$ cat src/rtl/hbawc_pkg.sv
// shared types and constants of the h-bridge arm window controller
// command, mode, status, fault and register codes, sequencer states
// no dependencies
package hbawc_pkg;

	// command codes carried in s_tuser
	localparam logic [2:0] CMD_TICK  = 3'd0;
	localparam logic [2:0] CMD_ARM   = 3'd1;
	localparam logic [2:0] CMD_OFF   = 3'd2;
	localparam logic [2:0] CMD_CHAN  = 3'd3;
	localparam logic [2:0] CMD_QUERY = 3'd4;

	// drive modes, also the in2/in1 pin pair of a channel
	localparam logic [1:0] MODE_COAST   = 2'd0;
	localparam logic [1:0] MODE_FORWARD = 2'd1;
	localparam logic [1:0] MODE_REVERSE = 2'd2;
	localparam logic [1:0] MODE_BRAKE   = 2'd3;

	// result status codes
	localparam logic [2:0] ST_OK        = 3'd0;
	localparam logic [2:0] ST_BAD_CHAN  = 3'd1;
	localparam logic [2:0] ST_NOT_ARMED = 3'd2;
	localparam logic [2:0] ST_DUTY_OVER = 3'd3;
	localparam logic [2:0] ST_ZERO_DUR  = 3'd4;

	// fault mask bits
	localparam logic [2:0] FLT_TIMEOUT   = 3'b001;
	localparam logic [2:0] FLT_NOT_ARMED = 3'b010;
	localparam logic [2:0] FLT_DUTY      = 3'b100;

	// configuration register indexes
	localparam logic [2:0] REG_DUTY_LIMIT   = 3'd0;
	localparam logic [2:0] REG_CMD_TIMEOUT  = 3'd1;
	localparam logic [2:0] REG_ARM_MAX      = 3'd2;
	localparam logic [2:0] REG_WAKE_DELAY   = 3'd3;
	localparam logic [2:0] REG_SLEEP_POLAR  = 3'd4;

	// register reset values
	localparam logic [9:0]  DUTY_LIMIT_RST        = 10'd500;
	localparam logic [15:0] CMD_TIMEOUT_RST       = 16'd2000;
	localparam logic [23:0] ARM_MAX_RST           = 24'd60000;
	localparam logic [7:0]  WAKE_DELAY_RST        = 8'd1;
	localparam logic        SLEEP_ACTIVE_HIGH_RST = 1'b1;

	// sequencer states, one-hot
	typedef enum logic [8:0] {
		S_IDLE   = 9'b000000001,
		S_INC    = 9'b000000010,
		S_ARMCHK = 9'b000000100,
		S_CHSCAN = 9'b000001000,
		S_CHECK  = 9'b000010000,
		S_CLAMP  = 9'b000100000,
		S_ADD1   = 9'b001000000,
		S_ADD2   = 9'b010000000,
		S_REMAIN = 9'b100000000
	} state_t;

endpackage

$ cat src/rtl/hbridge_arm_window_controller.sv
// top level of the h-bridge arm window controller: sequencer, shared adder,
// channel stores, configuration registers and output register
// depends on hbawc_pkg
//
// One command beat is taken at a time and answered with one result beat.
// A query, off or rejected command goes to the result register; a channel
// command gets an arm check if armed and driving, a limit check and, if
// passed, a clamp and an add; an arm a clamp and two adds; a tick a time
// step, a window check if armed and a channel scan. All use the single
// 32-bit add/subtract unit, which advances the time count, compares each
// deadline, clamps durations, forms deadlines and works out the remaining
// arm time, one use per cycle. s_tready is high only in the idle state; a
// result waits in the output register while the next command is taken.
module hbridge_arm_window_controller #(
	parameter int CHANNEL_COUNT = 3
) (
	input  logic                                         clk,
	input  logic                                         arst_n,
	// configuration write port
	input  logic                                         cfg_we,
	input  logic [2:0]                                   cfg_addr,
	input  logic [23:0]                                  cfg_wdata,
	// command stream
	input  logic                                         s_tvalid,
	output logic                                         s_tready,
	// tuser: cmd[2:0]
	input  logic [2:0]                                   s_tuser,
	// tdata: channel[1:0], drive_mode[3:2], duty[13:4], duration[45:14], pad
	input  logic [47:0]                                  s_tdata,
	// result stream
	output logic                                         m_tvalid,
	input  logic                                         m_tready,
	// tdata: status, fault_mask, bridge_pins (2 per channel), sleep_pin, armed,
	// arm_remaining_ms, chan_mode, chan_duty, chan_deadline, zero pad
	output logic [((84 + 2*CHANNEL_COUNT + 7) / 8) * 8 - 1:0] m_tdata
);
	import hbawc_pkg::*;

	localparam int PIN_W   = 2 * CHANNEL_COUNT;
	localparam int OUT_W   = 84 + PIN_W;
	localparam int TDATA_W = ((OUT_W + 7) / 8) * 8;
	localparam int CH_W    = (CHANNEL_COUNT > 1) ? $clog2(CHANNEL_COUNT) : 1;
	localparam logic [CH_W-1:0] LAST_CH = CH_W'(CHANNEL_COUNT - 1);

	// configuration
	logic [9:0]  duty_limit_q;
	logic [15:0] cmd_timeout_q;
	logic [23:0] arm_max_q;
	logic [7:0]  wake_delay_q;
	logic        sleep_high_q;

	// block state
	state_t      state_q;
	logic [31:0] now_q;
	logic        arm_active_q;
	logic [31:0] arm_deadline_q;
	logic [1:0]  mode_st_q [CHANNEL_COUNT];
	logic [9:0]  duty_st_q [CHANNEL_COUNT];
	logic [31:0] dl_st_q   [CHANNEL_COUNT];
	logic [PIN_W-1:0] pins_q;

	// current command
	logic [2:0]  cmd_q;
	logic [1:0]  ch_q;
	logic [1:0]  mode_q;
	logic [9:0]  duty_q;
	logic [31:0] dur_q;
	logic [31:0] acc_q;
	logic [2:0]  status_q;
	logic [2:0]  faults_q;
	logic [CH_W-1:0] idx_q;

	logic               out_valid_q;
	logic [TDATA_W-1:0] out_q;

	// input fields
	logic [2:0]  in_cmd;
	logic [1:0]  in_ch;
	logic [1:0]  in_mode;
	logic [9:0]  in_duty;
	logic [31:0] in_dur;
	logic [1:0]  mode_eff;
	logic        in_ch_ok;
	logic        s_fire;

	// shared add/subtract unit
	logic [31:0] unit_a;
	logic [31:0] unit_b;
	logic        unit_sub;
	logic [32:0] unit_sum;
	logic        reached;
	logic        a_lt_b;

	logic            cmd_ch_ok;
	logic [CH_W-1:0] sel;
	logic            sel_ok;
	logic            off_now;
	logic            out_free;
	logic            out_load;
	logic            report;
	logic [31:0]     remaining;
	logic [OUT_W-1:0] out_d;

	assign in_cmd  = s_tuser;
	assign in_ch   = s_tdata[1:0];
	assign in_mode = s_tdata[3:2];
	assign in_duty = s_tdata[13:4];
	assign in_dur  = s_tdata[45:14];

	// zero duty means coast unless braking
	assign mode_eff = (in_duty == 10'd0 && in_mode != MODE_BRAKE) ? MODE_COAST : in_mode;
	assign in_ch_ok  = 32'(in_ch) < 32'(CHANNEL_COUNT);
	assign cmd_ch_ok = 32'(ch_q) < 32'(CHANNEL_COUNT);

	assign s_tready = (state_q == S_IDLE);
	assign s_fire   = s_tvalid && s_tready;

	// one store read port: scan index while scanning, else the command's channel
	assign sel    = (state_q == S_CHSCAN) ? idx_q : CH_W'(ch_q);
	assign sel_ok = (state_q == S_CHSCAN) || cmd_ch_ok;

	always_comb begin
		unit_a   = arm_deadline_q;
		unit_b   = now_q;
		unit_sub = 1'b1;
		unique case (state_q)
			S_INC: begin
				unit_a   = now_q;
				unit_b   = 32'd1;
				unit_sub = 1'b0;
			end
			S_ARMCHK: begin
				unit_a = now_q;
				unit_b = arm_deadline_q;
			end
			S_CHSCAN: begin
				unit_a = now_q;
				unit_b = dl_st_q[sel];
			end
			S_CLAMP: begin
				unit_a = (cmd_q == CMD_ARM) ? 32'(arm_max_q) : 32'(cmd_timeout_q);
				unit_b = dur_q;
			end
			S_ADD1: begin
				unit_a   = now_q;
				unit_b   = dur_q;
				unit_sub = 1'b0;
			end
			S_ADD2: begin
				unit_a   = acc_q;
				unit_b   = 32'(wake_delay_q);
				unit_sub = 1'b0;
			end
			default: begin
				unit_a   = arm_deadline_q;
				unit_b   = now_q;
				unit_sub = 1'b1;
			end
		endcase
	end

	assign unit_sum = {1'b0, unit_a} + {1'b0, unit_sub ? ~unit_b : unit_b} + 33'(unit_sub);
	// deadline reached when the wrapped difference is non-negative
	assign reached  = ~unit_sum[31];
	// borrow out of the subtract
	assign a_lt_b   = ~unit_sum[32];

	always_comb begin
		off_now = 1'b0;
		unique case (state_q)
			S_IDLE:   off_now = s_fire && (in_cmd == CMD_OFF);
			S_ARMCHK: off_now = reached;
			S_CHECK:  off_now = (mode_q != MODE_COAST && !arm_active_q)
			                    || (duty_q > duty_limit_q);
			default:  off_now = 1'b0;
		endcase
	end

	assign out_free  = !out_valid_q || m_tready;
	assign out_load  = (state_q == S_REMAIN) && out_free;
	assign report    = (cmd_q == CMD_CHAN || cmd_q == CMD_QUERY) && cmd_ch_ok;
	assign remaining = arm_active_q ? unit_sum[31:0] : 32'd0;

	always_comb begin
		out_d = '0;
		out_d[2:0]          = status_q;
		out_d[5:3]          = faults_q;
		out_d[6 +: PIN_W]   = pins_q;
		out_d[6 + PIN_W]    = arm_active_q ^ ~sleep_high_q;
		out_d[7 + PIN_W]    = arm_active_q;
		out_d[8 + PIN_W +: 32] = remaining;
		if (report) begin
			out_d[40 + PIN_W +: 2]  = mode_st_q[sel];
			out_d[42 + PIN_W +: 10] = duty_st_q[sel];
			out_d[52 + PIN_W +: 32] = dl_st_q[sel];
		end
	end

	always_ff @(posedge clk or negedge arst_n) begin
		if (!arst_n) begin
			duty_limit_q   <= DUTY_LIMIT_RST;
			cmd_timeout_q  <= CMD_TIMEOUT_RST;
			arm_max_q      <= ARM_MAX_RST;
			wake_delay_q   <= WAKE_DELAY_RST;
			sleep_high_q   <= SLEEP_ACTIVE_HIGH_RST;
			state_q        <= S_IDLE;
			now_q          <= '0;
			arm_active_q   <= 1'b0;
			arm_deadline_q <= '0;
			for (int i = 0; i < CHANNEL_COUNT; i++) begin
				mode_st_q[i] <= MODE_COAST;
				duty_st_q[i] <= '0;
				dl_st_q[i]   <= '0;
			end
			pins_q      <= '0;
			cmd_q       <= CMD_TICK;
			ch_q        <= '0;
			mode_q      <= MODE_COAST;
			duty_q      <= '0;
			dur_q       <= '0;
			acc_q       <= '0;
			status_q    <= ST_OK;
			faults_q    <= '0;
			idx_q       <= '0;
			out_valid_q <= 1'b0;
			out_q       <= '0;
		end else begin
			if (cfg_we) begin
				unique case (cfg_addr)
					REG_DUTY_LIMIT:  duty_limit_q  <= cfg_wdata[9:0];
					REG_CMD_TIMEOUT: cmd_timeout_q <= cfg_wdata[15:0];
					REG_ARM_MAX:     arm_max_q     <= cfg_wdata[23:0];
					REG_WAKE_DELAY:  wake_delay_q  <= cfg_wdata[7:0];
					REG_SLEEP_POLAR: sleep_high_q  <= cfg_wdata[0];
					default: ;
				endcase
			end

			if (m_tready && !out_load)
				out_valid_q <= 1'b0;

			unique case (state_q)
				S_IDLE: begin
					if (s_fire) begin
						cmd_q    <= in_cmd;
						ch_q     <= in_ch;
						mode_q   <= mode_eff;
						duty_q   <= in_duty;
						dur_q    <= in_dur;
						status_q <= ST_OK;
						faults_q <= '0;
						idx_q    <= '0;
						priority case (in_cmd)
							CMD_TICK: state_q <= S_INC;
							CMD_ARM:  state_q <= S_CLAMP;
							CMD_CHAN: begin
								if (!in_ch_ok) begin
									status_q <= ST_BAD_CHAN;
									state_q  <= S_REMAIN;
								end else if (mode_eff != MODE_COAST && arm_active_q) begin
									state_q <= S_ARMCHK;
								end else begin
									state_q <= S_CHECK;
								end
							end
							CMD_QUERY: begin
								if (!in_ch_ok)
									status_q <= ST_BAD_CHAN;
								state_q <= S_REMAIN;
							end
							default: state_q <= S_REMAIN;
						endcase
					end
				end
				S_INC: begin
					now_q   <= unit_sum[31:0];
					state_q <= arm_active_q ? S_ARMCHK : S_CHSCAN;
				end
				S_ARMCHK: begin
					if (reached) begin
						// window expired: timeout, and a command then sees not armed
						if (cmd_q == CMD_CHAN) begin
							faults_q <= FLT_TIMEOUT | FLT_NOT_ARMED;
							status_q <= ST_NOT_ARMED;
						end else begin
							faults_q <= FLT_TIMEOUT;
						end
						state_q <= S_REMAIN;
					end else begin
						state_q <= (cmd_q == CMD_CHAN) ? S_CHECK : S_CHSCAN;
					end
				end
				S_CHSCAN: begin
					if (mode_st_q[sel] != MODE_COAST && reached) begin
						mode_st_q[sel]      <= MODE_COAST;
						duty_st_q[sel]      <= '0;
						dl_st_q[sel]        <= '0;
						pins_q[2*sel +: 2]  <= MODE_COAST;
					end
					if (idx_q == LAST_CH)
						state_q <= S_REMAIN;
					else
						idx_q <= idx_q + 1'b1;
				end
				S_CHECK: begin
					priority if (mode_q != MODE_COAST && !arm_active_q) begin
						faults_q <= faults_q | FLT_NOT_ARMED;
						status_q <= ST_NOT_ARMED;
						state_q  <= S_REMAIN;
					end else if (duty_q > duty_limit_q) begin
						faults_q <= faults_q | FLT_DUTY;
						status_q <= ST_DUTY_OVER;
						state_q  <= S_REMAIN;
					end else if (mode_q != MODE_COAST && dur_q == 32'd0) begin
						pins_q[2*sel +: 2] <= MODE_COAST;
						status_q <= ST_ZERO_DUR;
						state_q  <= S_REMAIN;
					end else begin
						state_q <= S_CLAMP;
					end
				end
				S_CLAMP: begin
					if (a_lt_b)
						dur_q <= unit_a;
					state_q <= S_ADD1;
				end
				S_ADD1: begin
					acc_q <= unit_sum[31:0];
					if (cmd_q == CMD_ARM) begin
						state_q <= S_ADD2;
					end else begin
						if (sel_ok) begin
							mode_st_q[sel] <= mode_q;
							duty_st_q[sel] <= duty_q;
							dl_st_q[sel]   <= (mode_q == MODE_COAST) ? 32'd0 : unit_sum[31:0];
							pins_q[2*sel +: 2] <= mode_q;
						end
						state_q <= S_REMAIN;
					end
				end
				S_ADD2: begin
					arm_deadline_q <= unit_sum[31:0];
					arm_active_q   <= 1'b1;
					for (int i = 0; i < CHANNEL_COUNT; i++) begin
						mode_st_q[i] <= MODE_COAST;
						duty_st_q[i] <= '0;
						dl_st_q[i]   <= '0;
					end
					pins_q  <= '0;
					state_q <= S_REMAIN;
				end
				S_REMAIN: begin
					if (out_free) begin
						out_q       <= TDATA_W'(out_d);
						out_valid_q <= 1'b1;
						state_q     <= S_IDLE;
					end
				end
				default: state_q <= S_IDLE;
			endcase

			// off: disarm and coast every channel, overrides the step's own writes
			if (off_now) begin
				arm_active_q   <= 1'b0;
				arm_deadline_q <= '0;
				for (int i = 0; i < CHANNEL_COUNT; i++) begin
					mode_st_q[i] <= MODE_COAST;
					duty_st_q[i] <= '0;
					dl_st_q[i]   <= '0;
				end
				pins_q <= '0;
			end
		end
	end

	assign m_tvalid = out_valid_q;
	assign m_tdata  = out_q;

endmodule

$ cat config.mk
export PLATFORM = sky130hd
export DESIGN_NAME = hbridge_arm_window_controller
export DESIGN_NICKNAME = d
export VERILOG_FILES = /design/src/rtl/hbawc_pkg.sv /design/src/rtl/hbridge_arm_window_controller.sv
export SDC_FILE = /design/constraint.sdc
export NUM_CORES = 1
export LEC_CHECK = 0
export ABC_AREA = 1
export BUFFER_PORTS_ARGS = -buffer_cell sky130_fd_sc_hd__buf_2
export CORE_MARGIN = 2
export CORE_UTILIZATION = 25
export DETAILED_ROUTE_END_ITERATION = 8
export GPL_ROUTABILITY_DRIVEN = 0
export MAX_ROUTING_LAYER = met4
export PLACE_DENSITY = 0.37
export SYNTH_ARGS = -nofsm -noshare
export SYNTH_HDL_FRONTEND = slang
export SYNTH_SLANG_ARGS = --single-unit
export TNS_END_PERCENT = 1
$ cat constraint.sdc
create_clock -name clk -period 13.3 [get_ports clk]
set_input_delay 0.665 -clock clk [delete_from_list [all_inputs] [get_ports clk]]
set_output_delay 0.665 -clock clk [all_outputs]
set_load 0.01 [all_outputs]
# [Yosys cells after proc, flatten, opt, wreduce, memory -nomap -nowiden]
# Index checks and enable logic that the tools add are counted.
[word_totals] word_cells=244 inputBits=83 ff_bits=451 out_inout_bits=98
[op_classes] n_addsub=4 bitwise=12 n_reduce_logical=53 n_lt_le_gt_ge=5 shift=3 eq_ne=39 muxes=96
[ops] operator="96-bit two-way mux" count=4
[ops] operator="32-bit two-way mux" count=10
[ops] operator="96-bit case mux with 3 select lines" count=1
[ops] operator="32-bit case mux with 5 select lines" count=1
[ops] operator="30-bit two-way mux" count=4
[ops] operator="96-bit AND" count=1
[ops] operator="96-bit bitwise mux" count=1
[ops] operator="96-bit inverter" count=1
[ops] operator="32-bit case mux with 3 select lines" count=1
[ops] operator="30-bit case mux with 3 select lines" count=1
[ops] operator="9-bit two-way mux" count=9
[ops] operator="9-bit case mux with 9 select lines" count=1
[ops] operator="6-bit two-way mux" count=11
[ops] operator="32-bit binary-select mux with 2-bit select" count=1
[ops] operator="32-bit demux with 2-bit select" count=1
[ops] operator="32-bit case mux with 2 select lines" count=1
[ops] operator="44-bit two-way mux" count=1
[ops] operator="3-bit negator with 34-bit output" count=1
[ops] operator="2-bit by 34-bit variable shift with 6-bit output (first input constant)" count=1
[ops] operator="2-bit by 34-bit indexed part select with 6-bit output" count=1
[ops] operator="2-bit by 34-bit indexed part select with 6-bit output (first input constant)" count=1
[ops] operator="32-bit by 32-bit adder with 33-bit output" count=1
[ops] operator="33-bit by 1-bit adder with 33-bit output" count=1
[ops] operator="32-bit zero test" count=1
[ops] operator="other kinds (68)" count=155

# [Longest topological paths before layout]
# Gate-level depths: netlist of the first run.
[depth] depth_word=17 depth_mapped=37 ltp_nobuf=35

# [Least setup slack after synthesis of the first run]
# OpenSTA, ideal clock, no wires.
[synth_timing] path_kind="register to register" startpoint="reg state_q[4]" endpoint="reg dl_st_q[94] in the netlist's numbering" slack_ns=8.264 n_path_buf=1 path_stages_with_launch=34 arrival_ns=4.959 synth_period_minus_slack_ns=5.036 required_ns=13.224 setup_time_ns=0.076 path_cell_list="dfrtp_1 > nor2_2 > nand2_1 > nor2_2 > nand2_1 > nand2_1 > nand2_1 > inv_1 > nor2_1 > clkbuf_1 > a221oi_1 > o22ai_1 > a221oi_1 > nand2_1 > xnor2_1 > fa_1 > nand2_1 > inv_1 > nand2_1 > nand2_1 > nand4_1 > nand2_1 > a21boi_0 > o21ai_0 > a21boi_0 > o21ai_0 > a21boi_0 > o21ai_0 > xor2_1 > nor2_1 > nand2_1 > nand2_1 > nand2_1 > o21ai_1"
[synth_between] elab_chain_cells=17 word_cells_on_any_way=52 cone_classes="2 x add/sub; 2 x order compare; 11 x eq/ne; 21 x mux; 5 x bitwise; 11 x reduce/logical"
[synth_lines] element="start, declared" line_no="hbridge_arm_window_controller.sv:53" source="state_t state_q;"
[synth_lines] element="start signal, assigned" line_no="hbridge_arm_window_controller.sv:277" source="state_q <= arm_active_q ? S_ARMCHK : S_CHSCAN;"
[synth_lines] element="start signal, assigned" line_no="hbridge_arm_window_controller.sv:290" source="state_q <= (cmd_q == CMD_CHAN) ? S_CHECK : S_CHSCAN;"
[synth_lines] element="9-bit by 4-bit equality test with 1-bit output"
[synth_lines] element="2-bit two-way mux" line_no="hbridge_arm_window_controller.sv:119" source="assign sel = (state_q == S_CHSCAN) ? idx_q : CH_W'(ch_q);"
[synth_lines] element="2-bit inverter with 3-bit output"
[synth_lines] element="32-bit binary-select mux with 2-bit select" line_no="hbridge_arm_window_controller.sv:138" source="unit_b = dl_st_q[sel];"
[synth_lines] element="32-bit two-way mux (implied by the code) (2 in a row)" line_no="hbridge_arm_window_controller.sv:138"
[synth_lines] element="32-bit case mux with 5 select lines" line_no="hbridge_arm_window_controller.sv:126" source="unique case (state_q)"
[synth_lines] element="32-bit inverter" line_no="hbridge_arm_window_controller.sv:162" source="assign unit_sum = {1'b0, unit_a} + {1'b0, unit_sub ? ~unit_b : unit_b} + 33'(unit_sub);"
[synth_lines] element="32-bit two-way mux" line_no="hbridge_arm_window_controller.sv:162"
[synth_lines] element="32-bit by 32-bit adder with 33-bit output" line_no="hbridge_arm_window_controller.sv:162"
[synth_lines] element="33-bit by 1-bit adder with 33-bit output" line_no="hbridge_arm_window_controller.sv:162"
[synth_lines] element="32-bit two-way mux" line_no="hbridge_arm_window_controller.sv:335" source="dl_st_q[sel] <= (mode_q == MODE_COAST) ? 32'd0 : unit_sum[31:0];"
[synth_lines] element="96-bit bitwise mux" line_no="hbridge_arm_window_controller.sv:335"
[synth_lines] element="96-bit two-way mux" line_no="hbridge_arm_window_controller.sv:332" source="if (sel_ok) begin"
[synth_lines] element="96-bit two-way mux" line_no="hbridge_arm_window_controller.sv:329" source="if (cmd_q == CMD_ARM) begin"
[synth_lines] element="96-bit case mux with 3 select lines" line_no="hbridge_arm_window_controller.sv:242" source="unique case (state_q)"
[synth_lines] element="96-bit two-way mux" line_no="hbridge_arm_window_controller.sv:363" source="if (off_now) begin"
[synth_lines] element="end signal, assigned by index" line_no="hbridge_arm_window_controller.sv:335"
[synth_lines] element="end, declared" line_no="hbridge_arm_window_controller.sv:59" source="logic [31:0] dl_st_q [CHANNEL_COUNT];"
# Several ways; a longest one is shown, not always the timed one. The select of a mux whose other input is x is not followed.
# A chain may end at the register's enable or synchronous reset.

# [Worst setup path in the final report of the first run]
[layout_timing] startpoint="reg state_q[4]" endpoint="reg dl_st_q[52] in the netlist's numbering"
# The elaborated chain is that of the path after synthesis.

==> results of run 1 <==
## worst min path at each step
stage / end / cells after the start
6_report: dur_q[18]$_DFFE_PN0P_ / 1
5_1_grt: dur_q[22]$_DFFE_PN0P_ / 1
4_1_cts: dur_q[22]$_DFFE_PN0P_ / 1
3_5_place_dp: m_tdata[9]$_DFFE_PN0P_ / 2
3_3_place_gp: m_tdata[11]$_DFFE_PN0P_ / 2
2_1_floorplan: acc_q[0]$_DFFE_PN0N_ / 0
## state kept, by name, summed over array words and instances (netlist names), 8 cells and up
register and cells:
wake_delay_q 8, state_q 9, now_q 32, acc_q 32, duty_limit_q 10, cmd_timeout_q 16
dur_q 32, dl_st_q 96, arm_max_q 24, duty_q 10, duty_st_q 30, m_tdata 90
arm_deadline_q 32
## worst max-delay path: cells and delay by family (launching register included)
kind,cells,cell delay (ns)
DFF,1,0.38
buffers and inverters,5,2.26
adders and majority gates,1,0.31
xor gates and xnor gates,1,0.19
AOI/OAI and AO/OA,9,2.52
and+or+nand+nor,14,3.00
## cell families after synthesis
| group | after synthesis |
|---|---|
| compound gates | 797 |
| xor+xnor | 51 |
| fa+ha+maj | 45 |
| buf+inv | 420 |
| flops | 451 |
| mux | 8 |
| other cells | 1 |
| simple gates | 1349 |
## power by group
group | leakage, uW | switching, uW | total [uW] | internal (uW)
combinational | 0.00597 | 2690 | 3590 | 904
clock | 0.00104 | 648 | 1750 | 1100
sequential | 0.00598 | 229 | 1870 | 1640
## area by class of cell
cell class | count | area, um^2
antenna | 1 | 2.502
clock buffer | 81 | 1679
clock inverter | 25 | 431.7
fill | 10490 | 68150
inverter | 229 | 863.3
multi-input combinational | 2256 | 11280
sequential | 451 | 11310
tap | 1276 | 1597
timing repair buffer | 223 | 1254
## synth_stat cells (all sizes together) (14+ instances only)
master	number	area [um^2]
nand2	993	3760
o21ai	483	2444
dfrtp	429	10740
inv	225	847.1
nor2	146	616.8
clkbuf	132	495.5
nand3	130	675.7
a21oi	99	495.5
a221oi	59	516.8
buf	59	404.1
o22ai	55	344.1
ha	44	550.5
xor2	37	324.1
nand4	27	168.9
a31oi	22	137.6
dfstp	22	578.1
nor3	22	110.1
a22oi	19	142.6
nor4	16	100.1
xnor2	14	122.6
## metrics by stage
step	cell area [um^2]	power, uW	worst slack [ns]
6_report	28420	7219	4.380
5_1_grt	28420	7730	3.869
4_1_cts	28420	7302	4.490
3_5_place_dp	26310	5507	4.520
3_3_place_gp	26310	5489	4.582
2_1_floorplan	24330	3986	8.264
## layer usage
metal	GRT usage [%]	routed length (um)
met3	1.955	4517
met4	6.904	3714
met1	27.66	46000
met5	-	0
met2	31.46	44720
==> metrics.md, run 1 <==
| Metric | Value |
|---|---|
| Status | `finished clean` |
| Slew of the pin with the lowest slew margin | `1.169 ns` |
| Top FF cell, synth | `dfrtp_1` |
| Fin crit period | `8.920 ns` |
| Longest Clk Path Bufs | `3` |
| Area fraction in compound gates after synthesis | `18.86%` |
| Row Count | `114` |
| XOR/XNOR share of the synthesized area | `1.838%` |
| Critical Path Max Stage Delay | `0.85 ns` |
| Layout cell share with drive strength beyond 1 | `12.34%` |
| Pin count of the biggest net entering global routing | `114` |
| Num ports | `181` |
| Total number of vias | `22560` |
| I/O Buffers | `172` |
| HP Class | `in2async` |
| Final setup vio count | `0` |
| Number of max-cap violations | `0` |
| Skew-Pair Late Insertion Delay | `0.62 ns` |
| Drt via density | `4.967` |
| Initial antenna violation count | `3` |
| # Post-CTS Setup Buffers | `0` |
| Adder-cell area share of the yosys netlist | `2.347%` |
| Pwr dens | `254.0 nW/um^2` |
| R2r endpoint | `dl_st_q[52]$_DFFE_PN0P_` |
| Min Hold Slack | `0.1055 ns` |
| First-pass GRT wire length | `147.9 mm` |
| Slew HR | `22.04%` |
| Final Non-Filler Cells | `4542` |
| Peak supply drop | `0.1490 mV` |
| Crit-path max FO | `97` |
| Synthesis-to-layout area growth | `16.91%` |
| Critical Path End Type | `flop` |
| Reg2reg setup slack | `4.38 ns` |
| NumNets Final | `3346` |
| Synth warnings | `0` |
| Distinct cell type count after synthesis | `53` |
| Slowest-stage cell, CP | `a221oi_1` |
| CTS root buf | `clkbuf_16` |
| Simple-gate share of the synthesized area | `22.78%` |
| Vias in the first global route | `22380` |
| CTS tree | `built` |
| RSZ-0062 raised after global routing | `no` |
| Post-CTS Resized | `0` |
| Post-synth EDFFs | `0` |
| Worst R2R Start | `state_q[4]$_DFFE_PN0P_` |
| Initial Utilization | `25.17%` |
| Placed insts | `4435` |
| Critical path type | `reg2reg` |
| ANT nets after route | `0` |
| Setup tns final | `0 ns` |
| Num Clock Sinks | `451` |
| Most frequent CP cell | `nand2_1` |
| Post-synthesis sequential area ratio | `46.54%` |
| Post-synthesis register bit count | `451` |
| Die Height | `315.8 um` |
| Commonest non-fill, non-tap cell in the layout | `nand2_1` |
| Num CTS Buffers | `57` |
| Fin util | `29.43%` |
| Grt total ovfl | `0` |
| Lkg Pwr | `0.01299 uW` |
| Core Box Area | `96570 um^2` |
| Syn_area_per_cell | `7.786 um^2` |
| Skew final | `0.01772 ns` |
| Largest family of logic cells by synthesized area | `simple AND/OR/NAND/NOR gates` |
| CP Launch Point | `state_q[4]$_DFFE_PN0P_` |
| Fmax | `0.1121 GHz` |
| Mapped cell area | `24310 um^2` |
| Most frequent cells in the layout | `nand2_1, dfrtp_1, o21ai_0` |
| Reg clk slew, reported paths | `0.06 ns` |
| Pins over their slew limit | `0` |
| R2R depth | `30` |
| Post-DP HPWL | `67.05 mm` |
| Initial drt markers | `1723` |
| Mapped Cells | `3122` |
| Crit path capture | `dl_st_q[52]$_DFFE_PN0P_` |
| Arrival time worst endpoint | `9.46 ns` |
| # DRC | `0` |
| Die W | `315.8 um` |
| Hold Buf Count CTS | `0` |
| Final period utilization | `67.07%` |
| CTS H-tree lvls | `2` |
| DRT Wirelength | `98.94 mm` |
| Critical path startpoint category | `flop` |
| CP required | `13.84 ns` |
| TritonRoute pass-1 iters | `5` |
| GRT Overall Usage | `20.28%` |
| Full die area | `99740 um^2` |
| Post-synthesis mux area share | `0.3706%` |
| Routed wire length per instance | `21.78 um` |
| Post-synth ARST share | `100.0%` |
| Final Hold Viols | `0` |
Power figures use the tool's default switching activity.
==> run 2: changes to the inputs <==
Clock period 13.3 ns to 8.9 ns, I/O delays scaled along.
==> run 2 against run 1 <==
Effect of this change:
- routed wire length grew 0.41%
- combinational power increased by 48%
- worst hold slack worse by 0.059 ns
- clock skew barely moved
- worst setup slack got worse by 2.8 ns
- fmax rose by 22%
- clock power up 46%
- non-clock buffer count grew 12
- count of clock-buffer cells in the layout fell by 4
- largest power group unchanged
- highest routed layer unchanged
==> metrics.md, run 2 (same netlist as run 1, synthesis figures left out) <==
| Metric | Value |
|---|---|
| Status | `finished clean` |
| Layout cell share with drive strength beyond 1 | `12.73% (+0.39 points)` |
| Critical path type | `reg2reg` |
| Reg clk slew, reported paths | `0.06 ns (about the same)` |
| CP required | `9.42 ns (-4.42 ns)` |
| Slew of the pin with the lowest slew margin | `1.226 ns (+0.05632 ns)` |
| CTS root buf | `clkbuf_16` |
| Post-CTS Resized | `0 (unchanged)` |
| R2r endpoint | `dl_st_q[62]$_DFFE_PN0P_` |
| Hold Buf Count CTS | `3 (+3)` |
| Final Hold Viols | `0 (unchanged)` |
| Routed wire length per instance | `21.82 um (+0.17%)` |
| Slowest-stage cell, CP | `a221oi_1` |
| Pin count of the biggest net entering global routing | `140 (+23%)` |
| Area after DPL | `26390 um^2 (+0.32%)` |
| Fmax | `0.1363 GHz (+22%)` |
| Initial drt markers | `1759 (+2.1%)` |
| WL met3 | `5.271 mm (+17%)` |
| Longest Clk Path Bufs | `3 (unchanged)` |
| Core Box Area | `96570 um^2 (unchanged)` |
| Critical Path Max Stage Delay | `0.82 ns (-0.03 ns)` |
| Vias in the first global route | `22700 (+1.4%)` |
| Final setup vio count | `0 (unchanged)` |
| Hold Path Sink | `arm_max_q[11]$_DFFE_PN1P_` |
| DR WL met2 | `45.41 mm (+1.6%)` |
| DRT Wirelength | `99.35 mm (+0.41%)` |
| CTS H-tree lvls | `2 (unchanged)` |
| Max reg flops | `96 (unchanged)` |
| CTS tree | `built` |
| Top reg by flops | `dl_st_q` |
| Die W | `315.8 um (unchanged)` |
| Num CTS Buffers | `56 (-1.8%)` |
| Num ports | `181 (unchanged)` |
| Commonest non-fill, non-tap cell in the layout | `nand2_1` |
| Skew-Pair Late Insertion Delay | `0.64 ns (+0.02 ns)` |
| Post-DP HPWL | `67.45 mm (+0.59%)` |
| Grt total ovfl | `0 (unchanged)` |
| Row Count | `114 (unchanged)` |
| # Post-CTS Setup Buffers | `0 (unchanged)` |
| Synthesis-to-layout area growth | `17.21%` |
| Fin util | `29.50% (+0.075 points)` |
| Full die area | `99740 um^2 (unchanged)` |
| Most frequent CP cell | `nand2_1` |
| Arrival time worst endpoint | `7.86 ns (-1.60 ns)` |
| Pre-CTS setup slack | `1.490 ns (-3.030 ns)` |
| Total number of vias | `22600 (+0.17%)` |
| Worst Hold Depth | `3` |
| Lkg Pwr | `0.01302 uW (+0.25%)` |
| Reg2reg setup slack | `1.56 ns (-2.82 ns)` |
| Pins over their slew limit | `0 (unchanged)` |
| Pwr dens | `374.1 nW/um^2 (+47%)` |
| Drt via density | `4.963 (about the same)` |
| HP Start | `cfg_wdata[11]` |
| Num Clock Sinks | `451 (unchanged)` |
| Critical Path End Type | `flop` |
| Fin crit period | `7.338 ns (-1.582 ns)` |
| R2R depth | `27 (-10%)` |
| I/O Buffers | `172 (unchanged)` |
| Setup tns final | `0 ns (unchanged)` |
| RSZ-0062 raised after global routing | `no` |
| Critical path startpoint category | `flop` |
| TritonRoute pass-1 iters | `6 (+1)` |
| Uppermost layer routed | `met4` |
| NumNets Final | `3357 (+0.33%)` |
| Fill cells | `10300 (-1.8%)` |
| HP Class | `in2reg` |
| Number of max-cap violations | `0 (unchanged)` |
| Met1 Wirelength | `45.35 mm (-1.4%)` |
| Worst R2R Start | `state_q[7]$_DFFE_PN0P_` |
| First-pass GRT wire length | `149.1 mm (+0.81%)` |
| Most frequent cells in the layout | `nand2_1, dfrtp_1, o21ai_0` |
| Peak supply drop | `0.2228 mV (+50%)` |
| Initial Utilization | `25.17% (unchanged)` |
| Initial antenna violation count | `4 (+1)` |
| Final instance area | `28490 um^2 (+0.26%)` |
| Final period utilization | `82.45% (+15 points)` |
| Skew final | `0.01793 ns (+0.0002155 ns)` |
| GRT Overall Usage | `20.50% (+0.22 points)` |
| # DRC | `0 (unchanged)` |
| Slew HR | `18.03% (-4.0 points)` |
| Die Height | `315.8 um (unchanged)` |
| Crit-path max FO | `46 (-53%)` |
| ANT nets after route | `0 (unchanged)` |
| Final worst slack | `1.562 ns (-2.818 ns)` |
==> run 2: changes by cell type in the layout (fill, tap and decap cells not counted), moves of 3 or more <==
cell / previous run / this run
clkinvlp_4: 1 / 4
clkbuf_8: 12 / 15
buf_4: 51 / 57
dlygate4sd3_1: 0 / 3
clkbuf_1: 10 / 4
bufinv_16: 12 / 9
==> run 2: worst max-delay path, delay by kind of cell (launching register included) <==
kind	cells	cell delay [ns]
AOI/OAI and AO/OA	13	3.62
and+or+nand+nor	10	1.45
DFF	1	0.43
xor gates and xnor gates	2	0.77
adders and majority gates	1	0.36
buffers and inverters	1	0.56
==> run 2: cell type report <==
| cell class | count | area [um^2] | share of cell area [%] |
|---|---|---|---|
| Timing Repair Buffer | 235 | 1374 | 4.822 |
| Clock buffer | 77 | 1673 | 5.871 |
| Tap cell | 1276 | 1597 | 5.604 |
| Sequential cell | 451 | 11310 | 39.71 |
| Multi-Input combinational cell | 2256 | 11280 | 39.59 |
| Clock inverter | 28 | 390.4 | 1.370 |
| Inverter | 229 | 863.3 | 3.030 |
| Antenna cell | 1 | 2.502 | 0.008783 |
==> run 2: how the worst max path moves through the flow <==
stage / startpoint / to / slack (ns) / depth (start not counted)
2_1_floorplan: state_q[4]$_DFFE_PN0P_ / dl_st_q[94]$_DFFE_PN0P_ / 3.86 / 33
3_3_place_gp: state_q[4]$_DFFE_PN0P_ / dl_st_q[62]$_DFFE_PN0P_ / 1.56 / 30
3_5_place_dp: state_q[7]$_DFFE_PN0P_ / dl_st_q[62]$_DFFE_PN0P_ / 1.49 / 30
4_1_cts: state_q[7]$_DFFE_PN0P_ / dl_st_q[62]$_DFFE_PN0P_ / 1.48 / 30
5_1_grt: state_q[4]$_DFFE_PN0P_ / dl_st_q[62]$_DFFE_PN0P_ / 0.94 / 30
6_report: state_q[7]$_DFFE_PN0P_ / dl_st_q[62]$_DFFE_PN0P_ / 1.56 / 27
==> run 2: metrics by stage <==
step | hold slack [ns] | power, uW | instances
6_report | 0.04600 | 10660 | 4553
5_1_grt | 0.02889 | 11450 | 4552
4_1_cts | 0.007428 | 10800 | 4551
3_5_place_dp | 0.4587 | 8185 | 4443
3_3_place_gp | 0.4555 | 8155 | 4443
2_1_floorplan | 0.1494 | 5956 | 3127
==> run 2: power by group <==
part / total (uW) / internal [uW] / switching [uW]
combinational: 5310 / 1330 / 3980
sequential: 2800 / 2460 / 339
clock: 2550 / 1570 / 985
total: 10700 / 5350 / 5300
==> run 2: layer usage <==
metal | vias up | global-route usage, %
met2 | 700 | 31.88
met1 | 11050 | 27.60
li1 | 10690 | -
met3 | 158 | 2.525
met4 | 0 | 6.872
met5 | - | -
==> run 3: changes to the inputs <==
Clock period 8.9 ns to 7.1 ns, I/O delays scaled along.
==> run 3 against run 2 <==
Effect of this change:
- worst hold slack lost 0.0072 ns
- non-clock buffer count grew 71
- combinational power grew 27%
- register-to-register slack lost 0.94 ns
- worst setup slack lost 0.94 ns
- critical endpoint is now dl_st_q[90]$_DFFE_PN0P_
- largest cell class unchanged
==> metrics.md, run 3 (same netlist as run 1, synthesis figures left out) <==
| Metric | Value |
|---|---|
| Vias in the first global route | `23010 (+1.4%)` |
| CTS H-tree lvls | `2 (unchanged)` |
| # Post-CTS Setup Buffers | `0 (unchanged)` |
| Pwr dens | `459.7 nW/um^2 (+23%)` |
| Reg clk slew, reported paths | `0.06 ns (about the same)` |
| Post-DP HPWL | `67.99 mm (+0.80%)` |
| Num ports | `181 (unchanged)` |
| Critical Path End Type | `flop` |
| Num Clock Sinks | `451 (unchanged)` |
| # DRC | `0 (unchanged)` |
| Setup tns final | `0 ns (unchanged)` |
| Arrival time worst endpoint | `7.03 ns (-0.83 ns)` |
| WP buf/inv | `5 (+4)` |
| Skew final | `0.02752 ns (+0.009593 ns)` |
| Total number of vias | `22860 (+1.2%)` |
| Final setup vio count | `0 (unchanged)` |
| Initial drt markers | `1718 (-2.3%)` |
| Number of max-cap violations | `0 (unchanged)` |
| GRT Overall Usage | `20.30% (-0.19 points)` |
| GRT Max-Usage Layer | `met2` |
| Worst R2R Start | `state_q[4]$_DFFE_PN0P_` |
| Fmax | `0.1543 GHz (+13%)` |
| Fin crit period | `6.482 ns (-0.8562 ns)` |
| Layout cell share with drive strength beyond 1 | `13.10% (+0.38 points)` |
| Final worst slack | `0.6185 ns (-0.9438 ns)` |
| HP Start | `s_tdata[14]` |
| Max reg flops | `96 (unchanged)` |
| Status | `finished clean` |
| ANT nets after route | `0 (unchanged)` |
| RSZ-0062 raised after global routing | `no` |
| Pins over their slew limit | `0 (unchanged)` |
| CP Launch Point | `state_q[4]$_DFFE_PN0P_` |
| HP Class | `in2reg` |
| Slew of the pin with the lowest slew margin | `1.246 ns (+0.01999 ns)` |
| Initial Utilization | `25.17% (unchanged)` |
| Synthesis-to-layout area growth | `20.01%` |
| Row Count | `114 (unchanged)` |
| Skew-Pair Late Insertion Delay | `0.63 ns (about the same)` |
| Die Height | `315.8 um (unchanged)` |
| I/O Buffers | `172 (unchanged)` |
| DRT Wirelength | `99.14 mm (-0.21%)` |
| Slowest-stage cell, CP | `a221oi_1` |
| NumNets Final | `3429 (+2.1%)` |
| CTS root buf | `clkbuf_16` |
| Drt via density | `4.940 (-0.46%)` |
| Routed wire length per instance | `21.42 um (-1.8%)` |
| Commonest non-fill, non-tap cell in the layout | `nand2_1` |
| Met3 Track Usage GR | `2.060% (-0.47 points)` |
| TritonRoute pass-1 iters | `7 (+1)` |
| Most frequent CP cell | `nand2_1` |
| Critical path type | `reg2reg` |
| Pin count of the biggest net entering global routing | `153 (+9.3%)` |
| First-pass GRT wire length | `148.2 mm (-0.58%)` |
| Pre-CTS setup slack | `0.6596 ns (-0.8308 ns)` |
| Core Box Area | `96570 um^2 (unchanged)` |
| Top reg by flops | `dl_st_q` |
| Final Hold Viols | `0 (unchanged)` |
| Num CTS Buffers | `57 (+1.8%)` |
| CTS tree | `built` |
| Most frequent cells in the layout | `nand2_1, dfrtp_1, o21ai_0` |
| GR met1 Demand/Resource | `27.07% (-0.53 points)` |
| Grt met2 use | `32.19% (+0.31 points)` |
| Longest Clk Path Bufs | `3 (unchanged)` |
| Delay-heaviest family, CP | `compound AO/OA/AOI/OAI gates` |
| Critical path startpoint category | `flop` |
| Final period utilization | `91.29% (+8.8 points)` |
| CP required | `7.65 ns (-1.77 ns)` |
| Slew HR | `16.43% (-1.6 points)` |
| Die W | `315.8 um (unchanged)` |
| Initial antenna violation count | `6 (+2)` |
| Full die area | `99740 um^2 (unchanged)` |
| Crit-path max FO | `49 (+6.5%)` |
| Peak supply drop | `0.2379 mV (+6.8%)` |
| Grt total ovfl | `0 (unchanged)` |
| Lkg Pwr | `0.01334 uW (+2.4%)` |
| Critical Path Max Stage Delay | `0.72 ns (-0.10 ns)` |
run 3: cell count changes in the layout (fill, tap and decap cells not counted):
cell	change
inv_6	+1
clkinv_8	-1
dlygate4sd3_1	+48
buf_2	-1
clkbuf_8	-4
clkinv_2	+3
clkbuf_1	+4
clkinvlp_4	-1
buf_12	+3
diode_2	+1
buf_4	+21
clkbuf_16	+1
run 3: layout make-up:
type | count | area, um^2
Fill cell | 10330 | 67390
Sequential cell | 451 | 11310
Multi-Input combinational cell | 2256 | 11280
Timing Repair Buffer | 306 | 2067
Clock buffer | 78 | 1658
Tap cell | 1276 | 1597
Inverter | 229 | 863.3
Clock inverter | 30 | 390.4
Antenna cell | 2 | 5.005
run 3: power by group:
part,total (uW),switching (uW),internal (uW)
Sequential,3510,433,3080
Combinational,6720,4970,1750
Clock,3180,1230,1950
Total,13400,6630,6780
run 3: worst paths after layout:
check / to / slack (ns) / depth (start not counted)
max reg2reg: dl_st_q[90]$_DFFE_PN0P_ / 0.62 / 31
min reg2reg: m_tdata[11]$_DFFE_PN0P_ / 0.48 / 2
max: dl_st_q[90]$_DFFE_PN0P_ / 0.62 / 31
min: dur_q[0]$_DFFE_PN0P_ / 0.04 / 3
min in group asynchronous: dur_q[22]$_DFFE_PN0P_ / 0.38 / 2
max in group asynchronous: duty_st_q[27]$_DFFE_PN0P_ / 5.31 / 3
run 3: metrics by stage:
stage                     std cells  hold slack, ns  utilization, %  instance area (um^2)  total power, uW
after floorplan                3127         0.05941               -                 24330             7466
after global placement         4467          0.4484           27.55                 26610            10270
after detailed placement       4467          0.4502           27.55                 26610            10300
after CTS                      4626        0.002029           30.20                 29170            13580
after global routing           4626         0.03945           30.20                 29170            14370
final                          4628         0.03883           30.21                 29170            13410
run 3: metal layers:
metal  part of all wire [%]  wire, um
met5                      0         0
met4                    3.6      3542
met3                    5.3      5277
met2                     46     45700
met1                     45     44620
run 3: what timing repair did:
action | in CTS | in global routing
hold endpoints to repair | 144 | 0
gates resized for setup | 0 | 0
hold buffers | 51 | 0
run 3: worst reg2reg max path: cells and delay by family (launching register included):
family | cells | cell delay, ns
and+or+nand+nor | 16 | 2.09
DFF | 1 | 0.38
buffers and inverters | 5 | 1.31
AOI/OAI and AO/OA | 8 | 2.16
adders and majority gates | 1 | 0.30
xor gates and xnor gates | 1 | 0.16
